<file path="src/hdl/frpp_pkg.sv">
// ----------------------------------------------------------------------------
// frpp_pkg
// Shared sizes, constants, register indexes and sequencer states for the
// frame-rate PID pacer.
// ----------------------------------------------------------------------------
package frpp_pkg;

   // Depth of the sliding sample window.
   localparam int WINDOW_LEN = 5;

   // Field widths.
   localparam int FPS_W  = 12;
   localparam int TGT_W  = 9;
   localparam int GAIN_W = 16;
   localparam int FRAC_W = 16;
   localparam int OUT_W  = 41;
   localparam int INT_W  = 48;

   // Window bookkeeping widths.
   localparam int PTR_W = (WINDOW_LEN > 1) ? $clog2(WINDOW_LEN) : 1;
   localparam int CNT_W = $clog2(WINDOW_LEN + 1);
   localparam int SUM_W = FPS_W + CNT_W;

   // Divider and arithmetic widths.
   localparam int DES_W  = 30;
   localparam int NUM_W  = DES_W + CNT_W;
   localparam int STEP_W = $clog2(NUM_W);
   localparam int ERR_W  = NUM_W + 1;
   localparam int DIFF_W = ERR_W + 1;
   localparam int PROD_W = DIFF_W + GAIN_W + 1;
   localparam int TOT_W  = PROD_W + 2;

   localparam logic [STEP_W-1:0] STEP_LAST = STEP_W'(NUM_W - 1);

   // One second in nanoseconds.
   localparam logic [DES_W-1:0] NS_PER_SEC = DES_W'(1000000000);

   // Configuration port.
   localparam int CSR_ADDR_W = 2;
   localparam int CSR_DATA_W = 16;

   localparam logic [CSR_ADDR_W-1:0] CSR_TARGET_FPS = 2'd0;
   localparam logic [CSR_ADDR_W-1:0] CSR_P_GAIN     = 2'd1;
   localparam logic [CSR_ADDR_W-1:0] CSR_I_GAIN     = 2'd2;
   localparam logic [CSR_ADDR_W-1:0] CSR_D_GAIN     = 2'd3;

   localparam logic [GAIN_W-1:0] P_GAIN_RESET = GAIN_W'(7864);
   localparam logic [GAIN_W-1:0] I_GAIN_RESET = GAIN_W'(3277);
   localparam logic [GAIN_W-1:0] D_GAIN_RESET = GAIN_W'(3932);

   // Sequencer states.
   typedef enum logic [3:0] {
      S_IDLE,
      S_DIV_DES,
      S_LOAD_ACT,
      S_DIV_ACT,
      S_ERR,
      S_MUL_I,
      S_INT_ADD,
      S_INT_CLAMP,
      S_ADD_I,
      S_ADD_D,
      S_OUT
   } state_type;

endpackage

</file>
<file path="src/hdl/frame_rate_pid_pacer.sv">
// ----------------------------------------------------------------------------
// frame_rate_pid_pacer
// Windowed frame-rate PID controller with a clamped integral, built around
// one shared restoring divider and one shared multiplier under a sequencer.
// ----------------------------------------------------------------------------
// An enabled request runs the desired-time division, then the actual-time
// division (skipped when the window sum is zero), then the error, multiply,
// integrate, clamp and add steps; the bit-serial divider runs once for each
// division. A disabled request gives 0 in the cycle after acceptance. The next
// request can be taken in the cycle after the result is written.
// Reset (synchronous, active high) clears the window, state and result channel.
module frame_rate_pid_pacer
   import frpp_pkg::*;
(
   input  logic                         clock,
   input  logic                         reset,
   input  logic                         req_valid,
   output logic                         req_stall,
   input  logic [FPS_W-1:0]             req_measured_fps,
   output logic                         rsp_valid,
   input  logic                         rsp_stall,
   output logic signed [OUT_W-1:0]      rsp_sleep_adjust_ns,
   input  logic                         csr_write,
   input  logic [CSR_ADDR_W-1:0]        csr_index,
   input  logic [CSR_DATA_W-1:0]        csr_data
);

   // Sequencer.
   state_type state_ff, state_in;

   // Configuration registers.
   logic [TGT_W-1:0]  target_ff, target_in;
   logic [GAIN_W-1:0] kp_ff, kp_in;
   logic [GAIN_W-1:0] ki_ff, ki_in;
   logic [GAIN_W-1:0] kd_ff, kd_in;

   // Sliding window.
   logic [FPS_W-1:0]  win_ff [WINDOW_LEN];
   logic [FPS_W-1:0]  win_in [WINDOW_LEN];
   logic [PTR_W-1:0]  head_ff, head_in;
   logic [CNT_W-1:0]  count_ff, count_in;
   logic [SUM_W-1:0]  sum_ff, sum_in;

   // Controller state.
   logic signed [INT_W-1:0] integ_ff, integ_in;
   logic signed [ERR_W-1:0] prev_err_ff, prev_err_in;

   // Shared divider.
   logic [NUM_W-1:0]  div_num_ff, div_num_in;
   logic [SUM_W-1:0]  div_rem_ff, div_rem_in;
   logic [SUM_W-1:0]  div_den_ff, div_den_in;
   logic [STEP_W-1:0] step_ff, step_in;

   // Working registers.
   logic [DES_W-1:0]         desired_ff, desired_in;
   logic signed [ERR_W-1:0]  err_ff, err_in;
   logic signed [PROD_W-1:0] prod_ff, prod_in;
   logic signed [TOT_W-1:0]  isum_ff, isum_in;
   logic signed [TOT_W-1:0]  acc_ff, acc_in;

   // Result channel.
   logic                    rsp_valid_ff, rsp_valid_in;
   logic signed [OUT_W-1:0] rsp_data_ff, rsp_data_in;

   // Handshake terms.
   logic req_accept;
   logic out_free;
   logic enabled;

   // Divider step.
   logic [SUM_W:0]   rem_shift;
   logic [SUM_W+1:0] trial;
   logic             trial_ge;

   // Multiplier operands.
   logic signed [DIFF_W-1:0] err_diff;
   logic signed [DIFF_W-1:0] mul_a;
   logic [GAIN_W-1:0]        mul_gain;
   logic signed [PROD_W-1:0] mul_out;

   // Clamp, rounding and error terms.
   logic signed [TOT_W-1:0] bound;
   logic signed [TOT_W-1:0] clamped;
   logic signed [TOT_W-1:0] rounded;
   logic signed [TOT_W-1:0] shifted;
   logic [ERR_W-1:0]        des_ext;
   logic [ERR_W-1:0]        act_ext;
   logic [FPS_W-1:0]        oldest;

   assign enabled    = (target_ff != '0);
   assign out_free   = ~rsp_valid_ff | ~rsp_stall;
   assign req_accept = req_valid & ~req_stall;

   // One bit of the restoring division per cycle.
   assign rem_shift = {div_rem_ff, div_num_ff[NUM_W-1]};
   assign trial     = {1'b0, rem_shift} - {2'b00, div_den_ff};
   assign trial_ge  = ~trial[SUM_W+1];

   // Multiplier input selection: the derivative pass uses the error change.
   assign err_diff = DIFF_W'(err_ff) - DIFF_W'(prev_err_ff);
   assign mul_a    = (state_ff == S_INT_CLAMP) ? err_diff : DIFF_W'(err_ff);
   assign mul_out  = PROD_W'(mul_a) * PROD_W'($signed({1'b0, mul_gain}));

   // Anti-windup clamp at half the desired frame time, 16 fractional bits.
   assign bound = $signed(TOT_W'(desired_ff) << (FRAC_W - 1));

   always_comb begin
      if (isum_ff > bound) begin
         clamped = bound;
      end else if (isum_ff < -bound) begin
         clamped = -bound;
      end else begin
         clamped = isum_ff;
      end
   end

   // Truncation toward zero of the 16 fractional bits.
   assign rounded = acc_ff + (acc_ff[TOT_W-1] ? TOT_W'((1 << FRAC_W) - 1) : TOT_W'(0));
   assign shifted = rounded >>> FRAC_W;

   // Error between desired and measured frame time.
   assign des_ext = ERR_W'(desired_ff);
   assign act_ext = (sum_ff == '0) ? des_ext : ERR_W'(div_num_ff);

   assign oldest = win_ff[head_ff];

   // Next state.
   always_comb begin
      state_in = state_ff;
      unique case (state_ff)
         S_IDLE: begin
            if (req_accept && enabled) begin
               state_in = S_DIV_DES;
            end
         end
         S_DIV_DES: begin
            if (step_ff == STEP_LAST) begin
               state_in = S_LOAD_ACT;
            end
         end
         S_LOAD_ACT: begin
            state_in = (sum_ff == '0) ? S_ERR : S_DIV_ACT;
         end
         S_DIV_ACT: begin
            if (step_ff == STEP_LAST) begin
               state_in = S_ERR;
            end
         end
         S_ERR:       state_in = S_MUL_I;
         S_MUL_I:     state_in = S_INT_ADD;
         S_INT_ADD:   state_in = S_INT_CLAMP;
         S_INT_CLAMP: state_in = S_ADD_I;
         S_ADD_I:     state_in = S_ADD_D;
         S_ADD_D:     state_in = S_OUT;
         S_OUT: begin
            if (out_free) begin
               state_in = S_IDLE;
            end
         end
         default:     state_in = S_IDLE;
      endcase
   end

   // Sequencer outputs: request stall and gain selection.
   always_comb begin
      req_stall = 1'b1;
      mul_gain  = kd_ff;
      unique case (state_ff)
         S_IDLE:    req_stall = ~enabled & ~out_free;
         S_MUL_I:   mul_gain  = ki_ff;
         S_INT_ADD: mul_gain  = kp_ff;
         default:   mul_gain  = kd_ff;
      endcase
   end

   // Configuration writes.
   always_comb begin
      target_in = target_ff;
      kp_in     = kp_ff;
      ki_in     = ki_ff;
      kd_in     = kd_ff;
      if (csr_write) begin
         unique case (csr_index)
            CSR_TARGET_FPS: target_in = csr_data[TGT_W-1:0];
            CSR_P_GAIN:     kp_in     = csr_data[GAIN_W-1:0];
            CSR_I_GAIN:     ki_in     = csr_data[GAIN_W-1:0];
            CSR_D_GAIN:     kd_in     = csr_data[GAIN_W-1:0];
            default:        target_in = target_ff;
         endcase
      end
   end

   // Window update when an enabled request is accepted.
   always_comb begin
      win_in   = win_ff;
      head_in  = head_ff;
      count_in = count_ff;
      sum_in   = sum_ff;
      if ((state_ff == S_IDLE) && req_accept && enabled) begin
         win_in[head_ff] = req_measured_fps;
         if (count_ff == CNT_W'(WINDOW_LEN)) begin
            sum_in = sum_ff - SUM_W'(oldest) + SUM_W'(req_measured_fps);
         end else begin
            count_in = count_ff + CNT_W'(1);
            sum_in   = sum_ff + SUM_W'(req_measured_fps);
         end
         head_in = (head_ff == PTR_W'(WINDOW_LEN - 1)) ? '0 : head_ff + PTR_W'(1);
      end
   end

   // Divider and arithmetic datapath.
   always_comb begin
      div_num_in  = div_num_ff;
      div_rem_in  = div_rem_ff;
      div_den_in  = div_den_ff;
      step_in     = step_ff;
      desired_in  = desired_ff;
      err_in      = err_ff;
      prod_in     = prod_ff;
      isum_in     = isum_ff;
      acc_in      = acc_ff;
      integ_in    = integ_ff;
      prev_err_in = prev_err_ff;
      case (state_ff)
         S_IDLE: begin
            // Desired frame time: one second over the target rate.
            div_num_in = NUM_W'(NS_PER_SEC);
            div_den_in = SUM_W'(target_ff);
            div_rem_in = '0;
            step_in    = '0;
         end
         S_DIV_DES, S_DIV_ACT: begin
            div_num_in = {div_num_ff[NUM_W-2:0], trial_ge};
            div_rem_in = trial_ge ? trial[SUM_W-1:0] : rem_shift[SUM_W-1:0];
            step_in    = step_ff + STEP_W'(1);
         end
         S_LOAD_ACT: begin
            // Actual frame time: count seconds over the window sum.
            desired_in = div_num_ff[DES_W-1:0];
            div_num_in = NUM_W'(NS_PER_SEC) * NUM_W'(count_ff);
            div_den_in = sum_ff;
            div_rem_in = '0;
            step_in    = '0;
         end
         S_ERR: begin
            err_in = $signed(des_ext - act_ext);
         end
         S_MUL_I: begin
            prod_in = mul_out;
         end
         S_INT_ADD: begin
            isum_in = TOT_W'(integ_ff) + TOT_W'(prod_ff);
            prod_in = mul_out;
         end
         S_INT_CLAMP: begin
            integ_in    = clamped[INT_W-1:0];
            acc_in      = TOT_W'(prod_ff);
            prod_in     = mul_out;
            prev_err_in = err_ff;
         end
         S_ADD_I: begin
            acc_in = acc_ff + TOT_W'(integ_ff);
         end
         S_ADD_D: begin
            acc_in = acc_ff + TOT_W'(prod_ff);
         end
         default: begin
            acc_in = acc_ff;
         end
      endcase
   end

   // Result register: a finished result waits here until it is taken.
   always_comb begin
      rsp_valid_in = rsp_valid_ff & rsp_stall;
      rsp_data_in  = rsp_data_ff;
      if ((state_ff == S_IDLE) && req_accept && !enabled) begin
         rsp_valid_in = 1'b1;
         rsp_data_in  = '0;
      end else if ((state_ff == S_OUT) && out_free) begin
         rsp_valid_in = 1'b1;
         rsp_data_in  = shifted[OUT_W-1:0];
      end
   end

   // Control registers.
   always_ff @(posedge clock) begin
      if (reset) begin
         state_ff     <= S_IDLE;
         target_ff    <= '0;
         kp_ff        <= P_GAIN_RESET;
         ki_ff        <= I_GAIN_RESET;
         kd_ff        <= D_GAIN_RESET;
         win_ff       <= '{default: '0};
         head_ff      <= '0;
         count_ff     <= '0;
         sum_ff       <= '0;
         integ_ff     <= '0;
         prev_err_ff  <= '0;
         rsp_valid_ff <= 1'b0;
      end else begin
         state_ff     <= state_in;
         target_ff    <= target_in;
         kp_ff        <= kp_in;
         ki_ff        <= ki_in;
         kd_ff        <= kd_in;
         win_ff       <= win_in;
         head_ff      <= head_in;
         count_ff     <= count_in;
         sum_ff       <= sum_in;
         integ_ff     <= integ_in;
         prev_err_ff  <= prev_err_in;
         rsp_valid_ff <= rsp_valid_in;
      end
   end

   // Payload registers.
   always_ff @(posedge clock) begin
      div_num_ff  <= div_num_in;
      div_rem_ff  <= div_rem_in;
      div_den_ff  <= div_den_in;
      step_ff     <= step_in;
      desired_ff  <= desired_in;
      err_ff      <= err_in;
      prod_ff     <= prod_in;
      isum_ff     <= isum_in;
      acc_ff      <= acc_in;
      rsp_data_ff <= rsp_data_in;
   end

   assign rsp_valid           = rsp_valid_ff;
   assign rsp_sleep_adjust_ns = rsp_data_ff;

endmodule

</file>
<file path="config.mk">
export PLATFORM = sky130hd
export DESIGN_NAME = frame_rate_pid_pacer
export DESIGN_NICKNAME = d
export VERILOG_FILES = /design/src/hdl/frpp_pkg.sv /design/src/hdl/frame_rate_pid_pacer.sv
export SDC_FILE = /design/constraint.sdc
export NUM_CORES = 2
export LEC_CHECK = 0
export CORE_MARGIN = 2
export CORE_UTILIZATION = 50
export DETAILED_ROUTE_END_ITERATION = 12
export DONT_BUFFER_PORTS = 1
export GPL_TIMING_DRIVEN = 0
export HOLD_SLACK_MARGIN = 0.06
export PLACE_DENSITY_LB_ADDON = 0.25
export SYNTH_ARGS = -nofsm -noshare
export SYNTH_HDL_FRONTEND = slang
export SYNTH_SLANG_ARGS = --single-unit
</file>
<file path="constraint.sdc">
create_clock -name clock -period 27.6 [get_ports clock]
set_input_delay 5.52 -clock clock [delete_from_list [all_inputs] [get_ports clock]]
set_output_delay 5.52 -clock clock [all_outputs]
set_load 0.01 [all_outputs]
</file>
==> reports/results.tsv <==
metric	value	unit
R2R cell count	31	
VDD IR max	0.439	mV
Yosys top cell by area	fa_1	
Die Wd	345	µm
status	finished with violations	
IO Pins	78	
Setup TNS	0	ns
1st-iter DRT viols	4585	
drt pass-1 iters	7	
pin count of the biggest net entering global routing	64	
Post-synth EDFFs	292	
Slowest Stage Delay on Critical Path	0.88	ns
Syn Area/Cell	8.58	µm²
clk_lat worst skew	0.64	ns
CTS root buffer	clkbuf_16	
Crit. End Element	flop	
Pins Over Slew Limit	11	
Core Area	0.116	mm²
max frequency	81.8	MHz
Max transition margin	-0.0346	
post-route ant nets	0	
Worst Clk Skew	0.0305	ns
top cell type's share of synthesized area	0.188	
Final setup viols	0	
CTS Buf Count	67	
Crit path top cell by count	fa_1	
Row Count	125	
Initial Util	0.502	
CTS Hold Bufs	0	
clock sinks	555	
mean number of vias per cell	5.92	
vias in the first global route	49000	
Worst Tran Pin Value	1.55	ns
Avg WL per Cell	22.4	µm
Tmin final	12.22	ns
final core area utilization	0.539	
Mapped Nets	7791	
fraction of layout cells with a size suffix above 1	0.0456	
first-pass GRT wire length	289000	µm
hold violation count in the final report	0	
hold path depth	2	
RePlAce Congestion	1.01	
Arr. time, crit path	12.47	ns
failing checks	max-capacitance violations, max-slew violations	
Top FF cell, synth	edfxtp_1	
worst hold start	win_ff[14]	
TritonCTS clock tree	built	
total track usage	0.319	
kind of cell adding the most delay to the critical path	adder cells	
Max Cap Violations	1	
CTS resizes	0	
die area	0.119	mm²
setup bufs post-CTS	0	
deepest clock path buffer count	3	
gr ovfl total	0	
dpl ws	15.73	ns
Syn. warnings	0	
Clock transition at path regs	0.06	ns
RSZ-0062 raised after global routing	no	
detailed-route DRC error count	0	
port bufs	0	
Critical R2R Launch	state_ff[2]	
post-synthesis cell count	6772	
Setup crit start kind	flop	
Final nets	7869	
sequential fraction of the synthesis area	0.242	
fin worst setup slack	15.38	ns
placed cells	8304	
most frequent cells in the layout	917 x nand2_1, 873 x inv_1, 545 x fa_1	
WP buf/inv	9	
crit share post-route	0.443	
commonest non-fill, non-tap cell in the layout	nand2_1	
worst hold path class	reg2reg	
critical path class	reg2reg	
top post-synthesis cells by area	fa_1 19%, edfxtp_1 15%, ha_1 9.5%	
Worst R2R Setup Slack	15.38	ns
hold endpoint	win_ff[14]	
flops & latches, synth	555	
Die Y	345	µm
Detailed Route WL	189000	µm
number of H-tree levels	3	
vias	49900	
Async S/R FF share, synth	0	
PD cells	110	mW/mm²
FF-to-FF End	prod_ff[47]	
Cell Area, Synth	0.0581	mm²
Slowest-stage cell, CP	or4_1	
Area Growth Syn to Fin	7.28	%
Leak	27.4	nW
final non-filler cell total	8431	
crit path max fanout	61	
Yosys cell types	111	
initial antenna violation count	17	
Required @ worst endpoint	27.85	ns
DPL Wire Length	154000	µm
[cell usage after synthesis (all sizes together), types with 67 or more instances]
library cell and n:
a21o 159, a21oi 477, and2 67, clkbuf 267, dfxtp 263, edfxtp 292, fa 545, ha 439
inv 875, mux2 69, mux2i 69, nand2 918, nand3 162, nor2 500, nor2b 73, nor3 133
o21ai 319, xnor2 201, xor2 94
[how the worst max path moves through the flow]
stage                            from     endpoint  slack [ns]  cells past startpoint
final                     state_ff[2]  prod_ff[47]       15.38                     31
after global routing      state_ff[2]  prod_ff[46]       15.01                     31
after detailed placement  state_ff[2]  prod_ff[46]       15.73                     28
after CTS                 state_ff[2]  prod_ff[46]       15.68                     28
after global placement    state_ff[2]  prod_ff[40]       15.10                     26
after floorplan             rsp_stall    req_stall       16.17                      2
[routing by layer]
layer / share of wire / track usage / vias to the layer above
li1: - / - / 23100
met1: 0.40 / 0.415 / 24100
met2: 0.45 / 0.515 / 2230
met3: 0.082 / 0.0526 / 541
met4: 0.058 / 0.159 / 8
met5: 0.00029 / 0 / -
[state kept, by name, summed over array words and instances (netlist names), 6 cells and up]
| name | cells |
|---|---|
| step_ff | 6 |
| rsp_sleep_adjust_ns | 38 |
| target_ff | 9 |
| desired_ff | 30 |
| sum_ff | 15 |
| ki_ff | 16 |
| acc_ff | 54 |
| prod_ff | 52 |
| prev_err_ff | 34 |
| err_ff | 34 |
| isum_ff | 53 |
| integ_ff | 48 |
| div_rem_ff | 15 |
| kp_ff | 16 |
| win_ff | 60 |
| div_den_ff | 15 |
| kd_ff | 16 |
| div_num_ff | 33 |
[worst reg2reg max path: cells and delay by family (launching register included)]
| family | cells | cell delay [ns] |
|---|---|---|
| buf+inv | 9 | 3.08 |
| simple gates | 5 | 1.43 |
| mux | 1 | 0.13 |
| fa+ha+maj | 7 | 3.49 |
| compound gates | 9 | 3.39 |
| flops | 1 | 0.34 |
[where the power goes]
part           switching (mW)  total, mW  internal (mW)
clock                   0.377      0.882          0.504
sequential             0.0475       1.15           1.10
combinational            3.31       4.81           1.50
total                    3.74       6.84           3.10
[stage by stage]
stage / total power [mW] / cell area, µm² / hold WS (ns)
floorplan: 3.93 / 58100 / 0.433
finish: 6.84 / 62300 / 0.454
global route: 7.27 / 62300 / 0.466
detailed placement: 5.88 / 60100 / 0.447
global placement: 5.83 / 60000 / 0.440
CTS: 6.78 / 62300 / 0.454
[kinds of logic (layout without fill, tap and decap cells)]
family                   Yosys count  after routing  synth area share
multiplexers                     143            143            0.0272
other                              0              3                 0
XOR/XNOR                         295            295            0.0445
AO/OA/AOI/OAI                   1463           1463             0.161
adder cells (fa/ha/maj)          987            987             0.283
buffers and inverters           1201           1333            0.0788
flip-flops                       555            555             0.242
AND/OR/NAND/NOR                 2128           2128             0.164
[layout make-up]
class / instances / area, µm²
Multi-Input combinational cell: 5016 / 39500
Clock inverter: 30 / 302
Tap cell: 1524 / 1910
Inverter: 877 / 3290
Fill cell: 10800 / 53400
Sequential cell: 555 / 14000
Buffer: 324 / 1290
Antenna cell: 3 / 7.51
Timing Repair Buffer: 9 / 93.8
Clock buffer: 93 / 1890
Note: power is estimated with default switching activity, not from simulation.
